### src/design/hlfb_pkg.sv
// ----------------------------------------------------------------------------
// hlfb_pkg
// Shared constants, types and the CRC-16 byte update for the frame builder.
// ----------------------------------------------------------------------------
package hlfb_pkg;

   localparam logic [15:0] CRC_POLY   = 16'h1021;
   localparam logic [15:0] CRC_INIT   = 16'hFFFF;
   localparam logic [7:0]  FLAG_BYTE  = 8'h7E;
   localparam logic [7:0]  ADDR_BYTE  = 8'hFF;
   localparam logic [7:0]  CTRL_BYTE  = 8'h03;
   localparam logic [7:0]  PID_HI_BYTE = 8'hC0;
   localparam logic [7:0]  PID_LO_BYTE = 8'h21;

   // Byte slots of one outgoing frame, in emission order
   typedef enum logic [3:0] {
      STEP_FLAG_OPEN = 4'd0,
      STEP_ADDR      = 4'd1,
      STEP_CTRL      = 4'd2,
      STEP_PID_HI    = 4'd3,
      STEP_PID_LO    = 4'd4,
      STEP_CODE      = 4'd5,
      STEP_DATA      = 4'd6,
      STEP_CRC_HI    = 4'd7,
      STEP_CRC_LO    = 4'd8,
      STEP_FLAG_END  = 4'd9
   } step_type;

   // Control from the sequencer to the check accumulator
   typedef struct packed {
      logic       init;    // restart at CRC_INIT
      logic       update;  // fold data into the running value
      logic [7:0] data;
   } crc_ctl_type;

   // CRC-16, MSB first, one byte
   function automatic logic [15:0] crc16_byte(input logic [15:0] crc,
                                              input logic [7:0]  b);
      logic [15:0] c;
      c = crc ^ {b, 8'h00};
      for (int i = 0; i < 8; i++) begin
         if (c[15]) begin
            c = {c[14:0], 1'b0} ^ CRC_POLY;
         end else begin
            c = {c[14:0], 1'b0};
         end
      end
      return c;
   endfunction

endpackage

### src/design/hlfb_crc_acc.sv
// ----------------------------------------------------------------------------
// hlfb_crc_acc
// Running CRC-16 check value, one byte folded in per cycle while update is set.
// ----------------------------------------------------------------------------
module hlfb_crc_acc
   import hlfb_pkg::*;
(
   input  logic        clock,
   input  logic        reset,
   input  crc_ctl_type ctl,
   output logic [15:0] crc_value
);

   logic [15:0] crc_ff;
   logic [15:0] crc_in;

   always_comb begin
      crc_in = crc_ff;
      if (ctl.init) begin
         crc_in = CRC_INIT;
      end else if (ctl.update) begin
         crc_in = crc16_byte(crc_ff, ctl.data);
      end
   end

   always_ff @(posedge clock) begin
      if (reset) begin
         crc_ff <= CRC_INIT;
      end else begin
         crc_ff <= crc_in;
      end
   end

   assign crc_value = crc_ff;

endmodule

### src/design/hdlc_like_frame_builder_crc16.sv
// ----------------------------------------------------------------------------
// hdlc_like_frame_builder_crc16
// Frame builder: header, payload, CRC-16 trailer and closing flag.
// ----------------------------------------------------------------------------
// An accepted item is held, then its bytes pass through the output register.
// Throughput: one output byte per cycle while rsp_tready allows. A payload item
// in an open frame sends its data byte; a frame's first item adds the header,
// the last the CRC and closing flag. Open frame, no data, no last mark: nothing.
// Reset: synchronous, clears the frame state, the holding and output stages.
module hdlc_like_frame_builder_crc16
   import hlfb_pkg::*;
(
   input  logic        clock,
   input  logic        reset,
   input  logic        req_tvalid,
   output logic        req_tready,
   input  logic [15:0] req_tdata,   // [7:0] frame_code, [15:8] data_byte
   input  logic        req_tuser,   // [0] has_data
   input  logic        req_tlast,   // last_byte
   output logic        rsp_tvalid,
   input  logic        rsp_tready,
   output logic [7:0]  rsp_tdata,   // [7:0] frame_byte
   output logic        rsp_tuser,   // [0] frame_end
   output logic        rsp_tlast    // run_last
);

   // frame state as seen by accepted transfers
   logic        open_ff, open_in;
   // holding stage for the item being emitted
   logic        hold_valid_ff, hold_valid_in;
   logic [7:0]  code_ff, code_in;
   logic [7:0]  data_ff, data_in;
   logic        has_data_ff, has_data_in;
   logic        last_ff, last_in;
   step_type    step_ff, step_in;
   // output register
   logic        out_valid_ff, out_valid_in;
   logic [7:0]  out_byte_ff, out_byte_in;
   logic        out_last_ff, out_last_in;
   logic        out_end_ff, out_end_in;

   logic        accept;
   logic        no_output;
   logic        out_load;
   logic        final_step;
   step_type    next_step;
   step_type    first_step;
   logic [7:0]  cur_byte;
   logic [15:0] crc_value;
   crc_ctl_type crc_ctl;

   hlfb_crc_acc u_crc (
      .clock     (clock),
      .reset     (reset),
      .ctl       (crc_ctl),
      .crc_value (crc_value)
   );

   assign out_load  = hold_valid_ff && (!out_valid_ff || rsp_tready);
   assign req_tready = !hold_valid_ff || (out_load && final_step);
   assign accept    = req_tvalid && req_tready;
   // open frame, no data, not closing: nothing to send
   assign no_output = open_ff && !req_tuser && !req_tlast;

   always_comb begin
      if (!open_ff) begin
         first_step = STEP_FLAG_OPEN;
      end else if (req_tuser) begin
         first_step = STEP_DATA;
      end else begin
         first_step = STEP_CRC_HI;
      end
   end

   // byte and successor of the current slot
   always_comb begin
      cur_byte   = FLAG_BYTE;
      next_step  = STEP_FLAG_END;
      final_step = 1'b0;
      case (step_ff)
         STEP_FLAG_OPEN: begin
            cur_byte  = FLAG_BYTE;
            next_step = STEP_ADDR;
         end
         STEP_ADDR: begin
            cur_byte  = ADDR_BYTE;
            next_step = STEP_CTRL;
         end
         STEP_CTRL: begin
            cur_byte  = CTRL_BYTE;
            next_step = STEP_PID_HI;
         end
         STEP_PID_HI: begin
            cur_byte  = PID_HI_BYTE;
            next_step = STEP_PID_LO;
         end
         STEP_PID_LO: begin
            cur_byte  = PID_LO_BYTE;
            next_step = STEP_CODE;
         end
         STEP_CODE: begin
            cur_byte   = code_ff;
            next_step  = has_data_ff ? STEP_DATA : STEP_CRC_HI;
            final_step = !has_data_ff && !last_ff;
         end
         STEP_DATA: begin
            cur_byte   = data_ff;
            next_step  = STEP_CRC_HI;
            final_step = !last_ff;
         end
         STEP_CRC_HI: begin
            cur_byte  = crc_value[15:8];
            next_step = STEP_CRC_LO;
         end
         STEP_CRC_LO: begin
            cur_byte  = crc_value[7:0];
            next_step = STEP_FLAG_END;
         end
         STEP_FLAG_END: begin
            cur_byte   = FLAG_BYTE;
            final_step = 1'b1;
         end
         default: begin
            cur_byte   = FLAG_BYTE;
            final_step = 1'b1;
         end
      endcase
   end

   always_comb begin
      crc_ctl.init   = out_load && (step_ff == STEP_FLAG_OPEN || step_ff == STEP_FLAG_END);
      crc_ctl.update = out_load && (step_ff == STEP_ADDR || step_ff == STEP_CTRL ||
                                    step_ff == STEP_PID_HI || step_ff == STEP_PID_LO ||
                                    step_ff == STEP_CODE || step_ff == STEP_DATA);
      crc_ctl.data   = cur_byte;
   end

   always_comb begin
      open_in       = open_ff;
      hold_valid_in = hold_valid_ff;
      code_in       = code_ff;
      data_in       = data_ff;
      has_data_in   = has_data_ff;
      last_in       = last_ff;
      step_in       = step_ff;

      if (out_load) begin
         step_in = next_step;
         if (final_step) begin
            hold_valid_in = 1'b0;
         end
      end

      if (accept) begin
         open_in = !req_tlast;
         if (!no_output) begin
            hold_valid_in = 1'b1;
            code_in       = req_tdata[7:0];
            data_in       = req_tdata[15:8];
            has_data_in   = req_tuser;
            last_in       = req_tlast;
            step_in       = first_step;
         end
      end

      out_valid_in = out_valid_ff;
      out_byte_in  = out_byte_ff;
      out_last_in  = out_last_ff;
      out_end_in   = out_end_ff;
      if (out_load) begin
         out_valid_in = 1'b1;
         out_byte_in  = cur_byte;
         out_last_in  = final_step;
         out_end_in   = (step_ff == STEP_FLAG_END);
      end else if (rsp_tready) begin
         out_valid_in = 1'b0;
      end
   end

   always_ff @(posedge clock) begin
      if (reset) begin
         open_ff       <= 1'b0;
         hold_valid_ff <= 1'b0;
         step_ff       <= STEP_FLAG_OPEN;
         out_valid_ff  <= 1'b0;
      end else begin
         open_ff       <= open_in;
         hold_valid_ff <= hold_valid_in;
         step_ff       <= step_in;
         out_valid_ff  <= out_valid_in;
      end
   end

   always_ff @(posedge clock) begin
      code_ff     <= code_in;
      data_ff     <= data_in;
      has_data_ff <= has_data_in;
      last_ff     <= last_in;
      out_byte_ff <= out_byte_in;
      out_last_ff <= out_last_in;
      out_end_ff  <= out_end_in;
   end

   assign rsp_tvalid = out_valid_ff;
   assign rsp_tdata  = out_byte_ff;
   assign rsp_tlast  = out_last_ff;
   assign rsp_tuser  = out_end_ff;

endmodule
### config.mk
export PLATFORM = sky130hd
export DESIGN_NAME = hdlc_like_frame_builder_crc16
export DESIGN_NICKNAME = d
export VERILOG_FILES = /design/src/design/hlfb_pkg.sv /design/src/design/hlfb_crc_acc.sv /design/src/design/hdlc_like_frame_builder_crc16.sv
export SDC_FILE = /design/constraint.sdc
export NUM_CORES = 1
export LEC_CHECK = 0
export BUFFER_PORTS_ARGS = -buffer_cell sky130_fd_sc_hd__buf_4
export CAP_MARGIN = 30
export CORE_MARGIN = 5
export CORE_UTILIZATION = 45
export CTS_CLUSTER_DIAMETER = 150
export CTS_CLUSTER_SIZE = 40
export DETAILED_ROUTE_END_ITERATION = 8
export PLACE_DENSITY = 0.7
export SLEW_MARGIN = 15
export SYNTH_ARGS = -nofsm -noshare
export SYNTH_HDL_FRONTEND = slang
export SYNTH_SLANG_ARGS = --single-unit
### constraint.sdc
create_clock -name clock -period 2.85 [get_ports clock]
set_input_delay 0.57 -clock clock [delete_from_list [all_inputs] [get_ports clock]]
set_output_delay 0.57 -clock clock [all_outputs]
set_load 0.01 [all_outputs]
==> results.cfg <==
[outcome]
status = completed

[floorplan]
start_util_pct = 46.0
row_count = 28
dieWidth_um = 87.8
fp.coreArea_sq_mm = 0.00592
die_h_um = 87.8
boundaryPins = 34
dieArea_sq_mm = 0.00771

[setup_path]
rrSetupSlack_ps = 300
timing.rr.end = data_ff[7]
r2r-start = step_ff[1]
path_class = reg2reg
r2r_cells = 8
endpoint_kind = flip-flop
start_kind = flip-flop
worstPathArrival_ps = 2570
critical_path_required_ps = 2870
cp_max_fo = 16

[placed_design]
place_congestion = 0.930
io_buffer_count = 33
dp_hpwl_um = 4580

[global_routing]
grt_pass1_wl_um = 10300
grt_pass1_vias = 2132
track_usage_pct = 17.1
grt_overflow_total = 0
grt_max_degree = 30
antenna_found_initial = 0

[routing]
routedWlPerCell_um = 16.0
vias = 2163
ant_nets = 0
drc = 0
first_pass_iters = 4
routed_via_density = 5.68
drtIter0Drc = 233
wl_um = 6110

[synthesis]
synth_area_leaders = edfxtp_1 31%, dfxtp_1 17%, xnor2_1 4.8%
avgSynthCellArea_sq_um = 9.91
synth.most_common_cell = edfxtp_1
yosys-top-cells-count = 28 x edfxtp_1, 25 x nand2_1, 23 x dfxtp_1, 17 x a21oi_1, 15 x xnor2_1
yosysWarnings = 0
yosysTopAreaCell = edfxtp_1
seq_area_frac_synth_pct = 47.8
synth_nets = 297
yosysTopAreaCellShare_pct = 30.9
synth-async-reset-ratio_pct = 0
synthFlopType = edfxtp_1
yosysUniqueCellTypes = 59
synth_cells = 275
syn_area_sq_mm = 0.00273
synth-seq-cells = 51
synth_edf_count = 28

[clocking]
cts_tree = yes
cts_root_buf = clkbuf_8
numCtsBuffers = 5
postCtsSetupBuffers = 0
cts.path.max_buffers = 2
cts_max_level = 2
clk_latency_ps = 310
cts_sinks = 51
cts.reportedPaths.clkPinSlew_ps = 100

[sta]
period_minus_slack_ps = 2550
fmax_mhz = 393
rsz0062_at_grt = false
finalHoldViolCount = 0
fin_setup_tns_ps = 0
finalCritPeriodShare_pct = 89.3
hold_ws_ps = 432
setup_violations = 0
fin_worst_skew_ps = 13.4
maxSlewHeadroom_pct = 62.0
final_max_slew_viol_count = 0
tightestPinTransition_ps = 564

[pwr]
ir_drop_mv = 0.461
power_w = 0.00185
power_density_mw_per_mm2 = 582
p_leak_nw = 1.24

[worst_hold_path]
hold_depth = 1
min_to = code_ff[2]
hold_path.class = in2reg
min-delay-start = req_tdata[2]

[final_layout]
layout.nets = 327
drive_gt1_share_pct = 20.9
syn_to_final_growth_pct = 16.4
nFillCells = 532
regArea_sq_mm = 0.00130
multi_input_comb_area_sq_mm = 0.00129
fin_util_pct = 53.6
num_antenna_cells = 0

[job]
cap_viol_max_count = 0
==> worst max-delay path: stages, from the launching register on <==
cell     delay, ps
dfxtp_2        420
buf_4          210
nor4b_1        270
o21ai_0        110
nand3_1        150
a21oi_1        110
nor2b_1        350
o31a_1         420
buf_12         200
==> logic make-up after synthesis <==
logic type,synth area share [%]
xor+xnor,5.46
buf+inv,4.96
simple gates,19.7
flops,47.8
compound gates,18.6
mux,3.54
==> worst max-delay path by stage <==
stage,end,startpoint,cells past startpoint
after floorplan,code_ff[0],step_ff[2],9
after global routing,data_ff[7],step_ff[1],8
after CTS,data_ff[7],step_ff[1],8
final,data_ff[7],step_ff[1],8
after global placement,data_ff[7],step_ff[1],8
after detailed placement,u_crc.crc_value[12],step_ff[0],7
==> stage by stage <==
stage / instance area [sq um] / instances / setup WS [ps]
6_report: 3170 / 381 / 304
3_3_place_gp: 3060 / 373 / 234
3_5_place_dp: 3060 / 373 / 205
2_1_floorplan: 2730 / 275 / 255
5_1_grt: 3170 / 381 / 140
4_1_cts: 3170 / 381 / 168
==> sequential cells by signal (all words and copies together) (netlist names), 4 cells and up <==
signal / flops
data_ff: 8
code_ff: 8
step_ff: 4
rsp_tdata: 8
u_crc.crc_value: 16
==> report_power, final <==
part	internal, W	leakage, nW	switching (W)
combinational	0.000201	0.728	0.000242
clock	0.000262	0.0581	0.000248
sequential	0.000843	0.452	0.0000516
==> layout by cell type, fill, tap and decap left out, types with 4 or more instances in the layout <==
| master | instances |
|---|---|
| buf_4 | 42 |
| edfxtp_1 | 28 |
| nand2_1 | 25 |
| dfxtp_1 | 21 |
| a21oi_1 | 17 |
| xnor2_1 | 15 |
| nor2_1 | 13 |
| o21ai_0 | 12 |
| nor3_1 | 10 |
| inv_1 | 9 |
| nand3_1 | 9 |
| nand2b_1 | 8 |
| o211ai_1 | 8 |
| mux2i_1 | 6 |
| a21o_1 | 5 |
| clkbuf_8 | 5 |
| nor2b_1 | 4 |
| or3_1 | 4 |
==> repair_timing <==
action,CTS,global route
setup endpoints to repair,0,8
gates resized for setup,0,2
hold endpoints to repair,0,0
hold buffers,0,0
==> per-layer routing <==
| metal | track usage (%) | vias up | part of all wire (%) |
|---|---|---|---|
| met4 | 5.72 | 0 | 2.1 |
| met1 | 23.1 | 1017 | 47 |
| met3 | 3.67 | 15 | 6.1 |
| li1 | - | 1068 | - |
| met2 | 27.2 | 63 | 45 |
| met5 | 0 | - | 0 |
==> final cells by class <==
type | count | area share [%]
Sequential cell | 51 | 41.1
Multi-Input combinational cell | 194 | 40.6
Timing Repair Buffer | 43 | 10.6
Tap cell | 75 | 2.96
Clock buffer | 5 | 2.17
Clock inverter | 3 | 1.38
Inverter | 10 | 1.18
Power figures use the tool's default switching activity.
